===== config.mk =====
export PLATFORM = sky130hd
export DESIGN_NAME = foot_force_stability_margin_core
export DESIGN_NICKNAME = d
export VERILOG_FILES = /design/src/hdl/ffsm_pkg.sv /design/src/hdl/ffsm_addsub.sv /design/src/hdl/ffsm_leg_bank.sv /design/src/hdl/foot_force_stability_margin_core.sv
export SDC_FILE = /design/constraint.sdc
export NUM_CORES = 1
export LEC_CHECK = 0
export BUFFER_PORTS_ARGS = -buffer_cell sky130_fd_sc_hd__buf_2
export CAP_MARGIN = 20
export CORE_MARGIN = 10
export CORE_UTILIZATION = 45
export DETAILED_ROUTE_END_ITERATION = 10
export PLACE_DENSITY = 0.68
export SETUP_SLACK_MARGIN = 0.5
export SYNTH_ARGS = -nofsm -noshare
export SYNTH_HDL_FRONTEND = slang
export SYNTH_SLANG_ARGS = --single-unit

===== constraint.sdc =====
create_clock -name clk -period 9.9 [get_ports clk]
set_clock_uncertainty 0.05 [all_clocks]
set_input_delay 0.495 -clock clk [delete_from_list [all_inputs] [get_ports clk]]
set_output_delay 0.495 -clock clk [all_outputs]
set_load 0.005 [all_outputs]

===== src/hdl/ffsm_pkg.sv =====
// ffsm_pkg: shared types and constants of the foot force stability margin block
// used by ffsm_leg_bank and foot_force_stability_margin_core
// no dependencies
package ffsm_pkg;

	// sequencer states
	typedef enum logic [2:0] {
		ST_IDLE,
		ST_NEXT,
		ST_MUL,
		ST_DIV,
		ST_DONE
	} state_t;

	// operation index walked by the sequencer
	localparam int OP_W = 4;
	typedef logic [OP_W-1:0] op_t;
	localparam op_t OP_LEG_LAST  = 4'd3;  // ops 0..3 multiply the product by a leg force
	localparam op_t OP_SCALE     = 4'd4;  // multiply the product by n^n
	localparam op_t OP_DEN_FIRST = 4'd5;  // ops 5..8 raise the sum to the n-th power
	localparam op_t OP_DIV       = 4'd9;  // start the restoring division

	// item kinds carried on tuser
	localparam logic KIND_STORE = 1'b0;
	localparam logic KIND_TICK  = 1'b1;

	// legs
	localparam int NUM_LEGS = 4;
	localparam int LEG_W    = 2;
	localparam int LOADED_W = 3;
	localparam logic [LOADED_W-1:0] MIN_LOADED = 3'd3;

	// n^n factors for three and four loaded legs
	localparam int SCALE_W = 9;
	localparam logic [SCALE_W-1:0] SCALE_THREE = 9'd27;
	localparam logic [SCALE_W-1:0] SCALE_FOUR  = 9'd256;

	// result format
	localparam int FRAC_BITS   = 16;
	localparam int MARGIN_W    = 17;
	localparam int QUOT_STEPS  = 17;
	localparam logic [MARGIN_W-1:0] MARGIN_ONE = 17'h10000;
	localparam int M_DATA_W    = 24;
	localparam int M_PAD_W     = M_DATA_W - MARGIN_W - LOADED_W;

	// write command into the leg bank
	typedef struct packed {
		logic             en;
		logic [LEG_W-1:0] leg;
	} leg_wr_t;

endpackage


===== src/hdl/ffsm_addsub.sv =====
// ffsm_addsub: the shared wide adder / subtractor of the margin block
// used for the shift-add multiplies and the restoring division steps
// no dependencies
module ffsm_addsub #(
	parameter int W = 88
) (
	input  logic [W-1:0] a,
	input  logic [W-1:0] b,
	input  logic         sub,
	output logic [W-1:0] res,
	output logic         carry_out
);

	// carry_out is the carry of an add and the borrow of a subtract
	always_comb begin
		if (sub) begin
			{carry_out, res} = {1'b0, a} - {1'b0, b};
		end else begin
			{carry_out, res} = {1'b0, a} + {1'b0, b};
		end
	end

endmodule


===== src/hdl/ffsm_leg_bank.sv =====
// ffsm_leg_bank: latest force sample of each leg, loaded count and loaded sum
// depends on ffsm_pkg
module ffsm_leg_bank #(
	parameter int FORCE_BITS = 16
) (
	input  logic                             clk,
	input  logic                             arst_n,
	input  ffsm_pkg::leg_wr_t                wr,
	input  logic signed [FORCE_BITS-1:0]     wr_force,
	input  logic [ffsm_pkg::LEG_W-1:0]       sel,
	output logic [FORCE_BITS-1:0]            sel_force,
	output logic                             sel_loaded,
	output logic [ffsm_pkg::LOADED_W-1:0]    loaded_cnt,
	output logic [FORCE_BITS:0]              loaded_sum
);

	import ffsm_pkg::*;

	logic signed [FORCE_BITS-1:0] force_q [NUM_LEGS];
	logic [NUM_LEGS-1:0]          loaded;

	// force registers, zero after reset
	always_ff @(posedge clk or negedge arst_n) begin
		if (!arst_n) begin
			for (int i = 0; i < NUM_LEGS; i++) begin
				force_q[i] <= '0;
			end
		end else if (wr.en) begin
			force_q[wr.leg] <= wr_force;
		end
	end

	// a leg is loaded when its force is above zero
	always_comb begin
		for (int i = 0; i < NUM_LEGS; i++) begin
			loaded[i] = !force_q[i][FORCE_BITS-1] && (|force_q[i]);
		end
	end

	// count and sum of the loaded legs
	always_comb begin
		loaded_cnt = '0;
		loaded_sum = '0;
		for (int i = 0; i < NUM_LEGS; i++) begin
			loaded_cnt = loaded_cnt + {{(LOADED_W-1){1'b0}}, loaded[i]};
			if (loaded[i]) begin
				loaded_sum = loaded_sum + {1'b0, force_q[i]};
			end
		end
	end

	// leg picked by the sequencer
	assign sel_force  = force_q[sel];
	assign sel_loaded = loaded[sel];

endmodule


===== src/hdl/foot_force_stability_margin_core.sv =====
// Foot force stability margin: keeps one signed force per leg of a four-legged
// walker and, on a tick beat, gives the margin prod(f) * n^n / sum(f)^n in
// unsigned Q1.16 (65536 = 1.0, truncated) with the loaded-leg count. Store beats
// give no result. A tick with fewer than three loaded legs goes straight to the
// result; otherwise the single shared wide adder runs every bit of the shift-add
// multiplies and the 17 steps of the restoring division. The block takes no beat
// while a tick is in work.
// depends on ffsm_pkg, ffsm_leg_bank, ffsm_addsub
module foot_force_stability_margin_core #(
	parameter int FORCE_BITS = 16
) (
	input  logic                                 clk,
	input  logic                                 arst_n,
	input  logic                                 s_tvalid,
	output logic                                 s_tready,
	// leg [1:0], force_value [FORCE_BITS+1:2], zero fill
	input  logic [((FORCE_BITS+9)/8)*8-1:0]      s_tdata,
	// kind
	input  logic                                 s_tuser,
	output logic                                 m_tvalid,
	input  logic                                 m_tready,
	// margin [16:0], loaded_legs [19:17], zero fill
	output logic [ffsm_pkg::M_DATA_W-1:0]        m_tdata
);

	import ffsm_pkg::*;

	localparam int MW       = FORCE_BITS + 1;
	localparam int W        = 4 * FORCE_BITS + 24;
	localparam int STEP_MAX = (MW > QUOT_STEPS) ? MW : QUOT_STEPS;
	localparam int CNT_W    = $clog2(STEP_MAX + 1);

	state_t                  state_q, state_d;
	op_t                     op_q;
	logic [CNT_W-1:0]        cnt_q;
	logic [MW-1:0]           mplr_q;
	logic [W-1:0]            num_q, den_q, acc_q;
	logic                    tgt_den_q;
	logic [MARGIN_W-1:0]     quot_q, margin_q;
	logic [LOADED_W-1:0]     n_q, loaded_q;
	logic [FORCE_BITS:0]     sum_q;
	logic                    out_valid_q;

	logic                    s_fire, tick_fire, load_out, op_active, cnt_last;
	logic [LEG_W-1:0]        s_leg;
	logic signed [FORCE_BITS-1:0] s_force;
	leg_wr_t                 leg_wr;
	logic [FORCE_BITS-1:0]   sel_force;
	logic                    sel_loaded;
	logic [LOADED_W-1:0]     loaded_cnt;
	logic [FORCE_BITS:0]     loaded_sum;
	logic [MW-1:0]           mult_src;
	logic [W-1:0]            unit_a, unit_b, unit_res, mul_x;
	logic                    unit_sub, unit_carry;
	op_t                     den_step;

	// input beat fields
	assign s_leg     = s_tdata[LEG_W-1:0];
	assign s_force   = s_tdata[FORCE_BITS+LEG_W-1:LEG_W];
	assign s_fire    = s_tvalid && s_tready;
	assign tick_fire = s_fire && (s_tuser == KIND_TICK);

	assign leg_wr.en  = s_fire && (s_tuser == KIND_STORE);
	assign leg_wr.leg = s_leg;

	ffsm_leg_bank #(
		.FORCE_BITS (FORCE_BITS)
	) u_leg_bank (
		.clk        (clk),
		.arst_n     (arst_n),
		.wr         (leg_wr),
		.wr_force   (s_force),
		.sel        (op_q[LEG_W-1:0]),
		.sel_force  (sel_force),
		.sel_loaded (sel_loaded),
		.loaded_cnt (loaded_cnt),
		.loaded_sum (loaded_sum)
	);

	ffsm_addsub #(
		.W (W)
	) u_addsub (
		.a         (unit_a),
		.b         (unit_b),
		.sub       (unit_sub),
		.res       (unit_res),
		.carry_out (unit_carry)
	);

	// which operations of the sequence run, and their multiplier
	assign den_step = op_q - OP_DEN_FIRST;
	assign cnt_last = (cnt_q == CNT_W'(1));

	always_comb begin
		op_active = 1'b0;
		mult_src  = sum_q;
		if (op_q <= OP_LEG_LAST) begin
			op_active = sel_loaded;
			mult_src  = {1'b0, sel_force};
		end else if (op_q == OP_SCALE) begin
			op_active = 1'b1;
			mult_src  = (n_q == MIN_LOADED) ? MW'(SCALE_THREE) : MW'(SCALE_FOUR);
		end else if (op_q < OP_DIV) begin
			op_active = (den_step < {1'b0, n_q});
		end
	end

	// next state
	always_comb begin
		state_d = state_q;
		unique case (state_q)
			ST_IDLE: begin
				if (tick_fire) begin
					state_d = (loaded_cnt < MIN_LOADED) ? ST_DONE : ST_NEXT;
				end
			end
			ST_NEXT: begin
				if (op_q == OP_DIV) begin
					state_d = ST_DIV;
				end else if (op_active) begin
					state_d = ST_MUL;
				end
			end
			ST_MUL: begin
				if (cnt_last) begin
					state_d = ST_NEXT;
				end
			end
			ST_DIV: begin
				if (cnt_last) begin
					state_d = ST_DONE;
				end
			end
			ST_DONE: begin
				if (!out_valid_q || m_tready) begin
					state_d = ST_IDLE;
				end
			end
			default: state_d = ST_IDLE;
		endcase
	end

	// handshake and shared unit operands
	assign mul_x = tgt_den_q ? den_q : num_q;

	always_comb begin
		s_tready = 1'b0;
		load_out = 1'b0;
		unit_a   = '0;
		unit_b   = '0;
		unit_sub = 1'b0;
		unique case (state_q)
			ST_IDLE: s_tready = 1'b1;
			ST_MUL: begin
				unit_a = acc_q << 1;
				unit_b = mplr_q[MW-1] ? mul_x : '0;
			end
			ST_DIV: begin
				unit_a   = num_q;
				unit_b   = den_q;
				unit_sub = 1'b1;
			end
			ST_DONE: load_out = !out_valid_q || m_tready;
			default: ;
		endcase
	end

	// sequencer control registers
	always_ff @(posedge clk or negedge arst_n) begin
		if (!arst_n) begin
			state_q     <= ST_IDLE;
			op_q        <= '0;
			cnt_q       <= '0;
			out_valid_q <= 1'b0;
		end else begin
			state_q <= state_d;
			if (load_out) begin
				out_valid_q <= 1'b1;
			end else if (m_tready) begin
				out_valid_q <= 1'b0;
			end
			case (state_q)
				ST_IDLE: begin
					if (tick_fire) begin
						op_q <= '0;
					end
				end
				ST_NEXT: begin
					if (op_q == OP_DIV) begin
						cnt_q <= CNT_W'(QUOT_STEPS);
					end else if (op_active) begin
						cnt_q <= CNT_W'(MW);
					end else begin
						op_q <= op_q + op_t'(1);
					end
				end
				ST_MUL: begin
					cnt_q <= cnt_q - CNT_W'(1);
					if (cnt_last) begin
						op_q <= op_q + op_t'(1);
					end
				end
				ST_DIV: cnt_q <= cnt_q - CNT_W'(1);
				default: ;
			endcase
		end
	end

	// datapath registers
	always_ff @(posedge clk) begin
		case (state_q)
			ST_IDLE: begin
				if (tick_fire) begin
					n_q    <= loaded_cnt;
					sum_q  <= loaded_sum;
					num_q  <= W'(1);
					den_q  <= W'(1);
					quot_q <= '0;
				end
			end
			ST_NEXT: begin
				if (op_q == OP_DIV) begin
					num_q <= num_q << FRAC_BITS;
					den_q <= den_q << FRAC_BITS;
				end else if (op_active) begin
					acc_q     <= '0;
					mplr_q    <= mult_src;
					tgt_den_q <= (op_q >= OP_DEN_FIRST);
				end
			end
			// shift-add multiply, multiplier msb first
			ST_MUL: begin
				acc_q  <= unit_res;
				mplr_q <= mplr_q << 1;
				if (cnt_last) begin
					if (tgt_den_q) begin
						den_q <= unit_res;
					end else begin
						num_q <= unit_res;
					end
				end
			end
			// restoring division, one quotient bit per cycle
			ST_DIV: begin
				if (!unit_carry) begin
					num_q <= unit_res;
				end
				quot_q <= {quot_q[MARGIN_W-2:0], !unit_carry};
				den_q  <= den_q >> 1;
			end
			ST_DONE: begin
				if (load_out) begin
					margin_q <= quot_q;
					loaded_q <= n_q;
				end
			end
			default: ;
		endcase
	end

	// result beat
	assign m_tvalid = out_valid_q;
	assign m_tdata  = {{M_PAD_W{1'b0}}, loaded_q, margin_q};

	// checks
	a_margin_range: assert property (@(posedge clk) disable iff (!arst_n)
		out_valid_q |-> (margin_q <= MARGIN_ONE))
		else $error("margin above 1.0");

	a_few_legs_zero: assert property (@(posedge clk) disable iff (!arst_n)
		(out_valid_q && (loaded_q < MIN_LOADED)) |-> (margin_q == '0))
		else $error("nonzero margin with fewer than three loaded legs");

	a_div_nonzero: assert property (@(posedge clk) disable iff (!arst_n)
		(state_q == ST_DIV) |-> (den_q != '0))
		else $error("division by zero sum");

	a_mul_count: assert property (@(posedge clk) disable iff (!arst_n)
		(state_q == ST_MUL) |-> ((cnt_q != '0) && (cnt_q <= CNT_W'(MW))))
		else $error("multiply step count out of range");

endmodule

# Word level (Yosys, flattened, before mapping)

Index checks and enable logic that the tools add are counted.

Muxes and demuxes: 63
Reduce and logical (&&, ||, !) cells: 37
Bitwise logic cells: 4
$lt $le $gt $ge: 9
Add/sub/neg operators: 11
Equal/unequal tests: 20

Operators with widths:

| kind               | number |
|---|---|
| $mux 88            | 11 |
| $pmux 88 s4        | 2 |
| $pmux 88 s2        | 2 |
| $mux 87            | 2 |
| $pmux 87 s2        | 1 |
| $mux 17            | 8 |
| $add 88x88->89     | 1 |
| $sub 88x88->89     | 1 |
| $pmux 17 s2        | 2 |
| $bwmux 64          | 1 |
| $mux 16            | 4 |
| $reduce_or 16->1   | 4 |
| $add 17x16->17     | 2 |
| $bmux 16 s2        | 1 |
| $demux 16 s2       | 1 |
| $ne 2x2->1 const B | 11 |
| $mux 3             | 7 |
| $add 16x16->17     | 1 |
| $mux 4             | 4 |
| $pmux 3 s5         | 1 |
| $reduce_and 5->1   | 3 |
| $pmux 4 s3         | 1 |
| $mux 1             | 10 |
| $mux 5             | 2 |
| 36 further kinds   | 61 |

Input bits: 29
Logic and storage cells: 162
Register bits after elaboration: 415

# Longest topological paths before layout

Depth in word-level cells: 9
Depth in mapped cells: 29
Depth with buffers taken out: 28

# Modules after synthesis

A second synthesis with hierarchy kept.

Cells, all modules: 3805
Area total of the unflattened synthesis: 34825.9 sq um

Modules (own cells, without submodules):

| module                           | cells an instance | times used | area each (sq um) |
|---|---|---|---|
| foot_force_stability_margin_core | 1180              | 1          | 16258.1 |
| ffsm_addsub                      | 2031              | 1          | 12643.4 |
| ffsm_leg_bank                    | 594               | 1          | 5924.4 |

# Least setup slack after synthesis

OpenSTA, ideal clock, no wires.

Path type: reg2reg
Start: register op_q[1]
End: register acc_q[0] (enable)
Data arrival time: 9.595 ns
Path slack: -0.455 ns
Stages on the path, launching flop included: 13
Period minus slack after synthesis: 10.355 ns
Library setup time: 0.710 ns
Buffers on the path: 2
Cell sequence: dfrtp_1 > buf_1 > clkbuf_1 > inv_1 > ha_1 > inv_1 > ha_1 > a21boi_0 > o21ai_0 > nand2_1 > a21oi_1 > inv_1 > o21ai_0

Cells in the longest elaborated chain, start to end: 7
Elaborated cells on any way between the ends: 14
Classes of those cells: add/sub (1); order compare (3); eq/ne (4); mux (5); reduce/logical (1)

Ends and longest elaborated chain:

| element                             | line                                    | source |
|---|---|---|
| start: declaration                  | foot_force_stability_margin_core.sv:34  | `op_t op_q;` |
| start signal: assignment            | foot_force_stability_margin_core.sv:194 | `op_q <= op_q + op_t'(1);` |
| start signal: assignment            | foot_force_stability_margin_core.sv:200 | `op_q <= op_q + op_t'(1);` |
| $sub 4x3->4                         | foot_force_stability_margin_core.sv:91  | `assign den_step = op_q - OP_DEN_FIRST;` |
| $lt 4x3->1                          | foot_force_stability_margin_core.sv:104 | `op_active = (den_step < {1'b0, n_q});` |
| $mux 1                              | foot_force_stability_margin_core.sv:103 | `end else if (op_q < OP_DIV) begin` |
| $mux 1                              | foot_force_stability_margin_core.sv:100 | `end else if (op_q == OP_SCALE) begin` |
| $mux 1                              | foot_force_stability_margin_core.sv:97  | `if (op_q <= OP_LEG_LAST) begin` |
| $ne 2x2->1 (no source line)         | --                                      |  |
| $reduce_and 3->1 (no source line) * | --                                      |  |
| end signal: assignment              | foot_force_stability_margin_core.sv:233 | `acc_q <= unit_res;` |
| end: declaration                    | foot_force_stability_margin_core.sv:37  | `logic [W-1:0] num_q, den_q, acc_q;` |

Mark *: on every way between the ends. The rest lies on a longest branch, timed or not. The select of a mux whose other input is x is not followed.
A chain may end at the register's enable or synchronous reset.

# Worst setup path after layout

Start: register state_q[0]
End: register num_q[26] (enable)

Cells in the longest elaborated chain, start to end: 6
Elaborated cells on any way between the ends: 20
Classes of those cells: add/sub (2); eq/ne (8); mux (5); reduce/logical (5)

Ends and longest elaborated chain:

| element                                       | line                                                                             | source |
|---|---|---|
| start: declaration                            | foot_force_stability_margin_core.sv:33                                           | `state_t state_q, state_d;` |
| start signal: assignment                      | foot_force_stability_margin_core.sv:176                                          | `state_q <= state_d;` |
| $eq 3x2->1 or $logic_not 3->1 (tied branches) | foot_force_stability_margin_core.sv:152, foot_force_stability_margin_core.sv:211 |  |
| $pmux 88 s2 or $mux 1 (tied branches)         | foot_force_stability_margin_core.sv:152                                          | `unique case (state_q)` |
| $add 88x88->89 (tied with other cells)        | ffsm_addsub.sv:19                                                                | `{carry_out, res} = {1'b0, a} + {1'b0, b};` |
| $mux 1 or $logic_and 1x1->1 (tied branches)   | ffsm_addsub.sv:16, foot_force_stability_margin_core.sv:61                        |  |
| $ne 2x2->1 (no source line)                   | --                                                                               |  |
| $reduce_and 6->1 (no source line) *           | --                                                                               |  |
| end signal: assignment                        | foot_force_stability_margin_core.sv:223                                          | `num_q <= num_q << FRAC_BITS;` |
| end signal: assignment                        | foot_force_stability_margin_core.sv:239                                          | `num_q <= unit_res;` |
| end signal: assignment                        | foot_force_stability_margin_core.sv:246                                          | `num_q <= unit_res;` |
| end: declaration                              | foot_force_stability_margin_core.sv:37                                           |  |

Mark *: on every way between the ends. The rest lies on a longest branch, timed or not.

==> flow_summary.json <==
{
  "wl_mm": 122,
  "yosysWarnings": 0,
  "post-route-drc-count": 0,
  "final_layout_size_suffix_gt1_share_pct": 8.55,
  "first_pass_iters": 6,
  "avgSynthCellArea_um2": 8.95,
  "synth_edf_count": 338,
  "drt-vias-per-instance": 6.50,
  "tritoncts": "built",
  "yosys_most_used_dff": "edfxtp_1",
  "reg2reg_from": "state_q[0]$_DFFE_PN0P_",
  "place_congestion": 1.03,
  "vias": 30600,
  "dr.max_layer_used": "met5",
  "syn-cell-area_um2": 33800,
  "coreArea_um2": 74400,
  "cp.arrival_ns": 8.48,
  "cts_max_level": 2,
  "fmax_ghz": 0.121,
  "row_count": 100,
  "min_period_ns": 8.28,
  "antenna_left": 0,
  "cts_resized": 0,
  "path_clk_slew_ns": 0.06,
  "grtUsageTotal_pct": 27.3,
  "antenna_found_initial": 2,
  "endpoint_kind": "register",
  "nFillCells": 7017,
  "die_y_um": 294,
  "r2r-end": "num_q[26]$_SDFFCE_PN0P_",
  "clockRootBuffer": "clkbuf_16",
  "cts_buffer_depth": 3,
  "r2r_cells": 20,
  "hold_path_class": "in -> reg",
  "wl_met2_mm": 54.9,
  "crit_path_start": "state_q[0]$_DFFE_PN0P_",
  "yosysUniqueCellTypes": 95,
  "rsz0062_at_grt": "no",
  "cts_buffers": 49,
  "initial_core_util_pct": 45.4,
  "finalHoldViolCount": 0,
  "dieArea_um2": 86500,
  "wl_met1_mm": 51.9,
  "synthArstFlopShare_pct": 18.6,
  "cp-start-kind": "register",
  "syn_to_final_growth_pct": 7.83,
  "setup_tns_ns": 0,
  "dr.first_iter.drc_count": 3556,
  "dp_hpwl_mm": 89.6,
  "gr-total-overflow": 0,
  "crit_required_ns": 10.11,
  "grt_max_degree": 151,
  "cp_max_fo": 87,
  "detail_route.wl_per_cell_um": 25.9,
  "ios": 55,
  "slew_violations": 0,
  "clock_latency_ns": 0.64,
  "regToRegSetupSlack_ns": 1.62,
  "setup_viol": 0,
  "critical_path_class": "reg -> reg",
  "port-buffer-count": 44,
  "hold_path.startpoint": "s_tdata[16]",
  "maxCapViolations": 0,
  "cts_sinks": 415,
  "synth_cells": 3776,
  "die_w_um": 294,
  "synth_seq_cells": 415,
  "hold_depth": 2,
  "nNetsFinal": 3964,
  "grt_pass1_wl_mm": 183,
  "tightest_slew_ns": 1.12,
  "fin_crit_sh_pct": 83.6,
  "ys_seq_area_share_pct": 35.7,
  "holdPathEnd": "u_leg_bank.force_q[30]$_DFFE_PN0P_",
  "status": "complete, no violations",
  "route.met3.wl_mm": 10.5,
  "max_slew_margin_pct": 25.3,
  "grt_pass1_vias": 29300
}
## cell usage in the layout, fill, tap and decap left out, drive strengths merged, types with 21 or more instances in the layout
cell type and instances:
a21oi 356, nand2 256, nor2b 52, mux2 92, o21bai 58, dfrtp 77
clkbuf 66, a31oi 27, edfxtp 338, a221o 59, buf 75, and2 33
nand3 49, o211ai 21, a22oi 92, and3 32, a211oi 26, inv 243
a22o 21, a221oi 27, nand2b 22, xnor2 153, o21a 23, nor3 69
o31ai 49, o21ai 233, a21o 77, mux2i 99, nor4 69, xor2 22
ha 237, nand4 60, nor2 406
## worst max path at each step
stage               cells past startpoint                      end  slack [ns]
floorplan                              23   num_q[0]$_SDFFCE_PN1P_        1.80
global placement                       20  num_q[10]$_SDFFCE_PN0P_        1.97
detailed placement                     20  num_q[38]$_SDFFCE_PN0P_        1.95
CTS                                    20  num_q[39]$_SDFFCE_PN0P_        1.86
global route                           20  num_q[26]$_SDFFCE_PN0P_        1.34
finish                                 20  num_q[26]$_SDFFCE_PN0P_        1.62
## cells in the mapped netlist (23+ instances only)
cell | n | area share (%)
nor2_1 | 406 | 4.5
a21oi_1 | 354 | 5.2
edfxtp_1 | 338 | 30
nand2_1 | 256 | 2.8
ha_1 | 237 | 8.8
inv_1 | 237 | 2.6
o21ai_0 | 222 | 3.3
clkbuf_1 | 165 | 1.8
xnor2_1 | 152 | 3.9
mux2i_1 | 99 | 2.9
a22oi_1 | 92 | 2.0
mux2_2 | 91 | 3.0
a21o_1 | 77 | 1.7
dfrtp_1 | 77 | 5.7
nor3_1 | 69 | 1.0
nor4_1 | 68 | 1.3
nand4_1 | 60 | 1.1
a221o_1 | 59 | 1.7
o21bai_1 | 58 | 1.3
nor2b_1 | 52 | 0.96
nand3_1 | 49 | 0.73
o31ai_1 | 47 | 1.0
and2_1 | 33 | 0.61
and3_1 | 32 | 0.59
buf_1 | 32 | 0.36
a211oi_1 | 26 | 0.58
a221oi_1 | 26 | 0.67
a31oi_1 | 24 | 0.44
o21a_1 | 23 | 0.51
## routing by layer
layer | global-route usage, % | vias to the layer above
met3 | 4.21 | 249
met4 | 9.47 | 2
met1 | 37.7 | 15100
met2 | 42.9 | 1419
met5 | 0 | -
li1 | - | 13800
## flip-flops by register name, indices dropped and copies added, names as in the netlist, 5 cells and up
name	cells
u_leg_bank.force_q	64
cnt_q	5
num_q	88
margin_q	17
sum_q	17
mplr_q	17
quot_q	17
acc_q	87
den_q	88
## final cells by class
cell class | count | area [um^2] | share of cell area (%)
clock inverters | 25 | 240 | 0.659
clock buffers | 66 | 1340 | 3.68
flip-flops and latches | 415 | 12100 | 33.1
repair buffers | 76 | 541 | 1.48
well taps | 969 | 1210 | 3.33
diodes | 1 | 2.50 | 0.00686
inverters | 239 | 897 | 2.46
multi-input cells | 2911 | 20100 | 55.3
## logic make-up after synthesis
kind of cell / share of synthesized area [%]
compound gates: 23.1
mux: 7.14
flops: 35.7
fa+ha+maj: 9.13
buf+inv: 5.16
xor+xnor: 4.56
simple gates: 15.2
other cells: 0.0111
## critical path, cell delays in order (launching register included)
cell and delay, ns:
dfrtp_4 0.73, clkinv_1 0.10, buf_4 0.55, nand2_4 0.43
nor3b_2 0.36, buf_12 0.44, a22oi_1 0.21, ha_1 0.52
inv_1 0.14, o31ai_1 0.39, a41o_1 0.26, o21ai_0 0.19
o31ai_1 0.69, a41oi_1 0.47, o21ai_1 0.47, a21oi_1 0.20
o21ai_1 0.28, nand2_1 0.09, a21o_1 0.27, a31oi_4 0.41
buf_12 0.42
## what timing repair did
action | CTS | global route
endpoints found under the hold margin | 76 | 0
endpoints found under the setup margin | 0 | 0
hold buffers | 1 | 0
buffers inserted | 0 | 0
## stage by stage
step / cell area [um^2] / hold WS (ns) / std cells / setup slack, ns / utilization [%]
6_report: 36500 / 0.0730 / 4702 / 1.62 / 49.0
5_1_grt: 36500 / 0.0703 / 4701 / 1.34 / 49.0
4_1_cts: 36400 / 0.0376 / 4700 / 1.86 / 49.0
3_5_place_dp: 34900 / 0.358 / 4608 / 1.95 / 46.8
3_3_place_gp: 34900 / 0.362 / 4608 / 1.97 / 46.8
2_1_floorplan: 33800 / 0.149 / 3780 / 1.80 / -
Power is left out: the tool's default activity adds up to more than one toggle a clock period on the data nets, which glitch-free logic cannot reach.
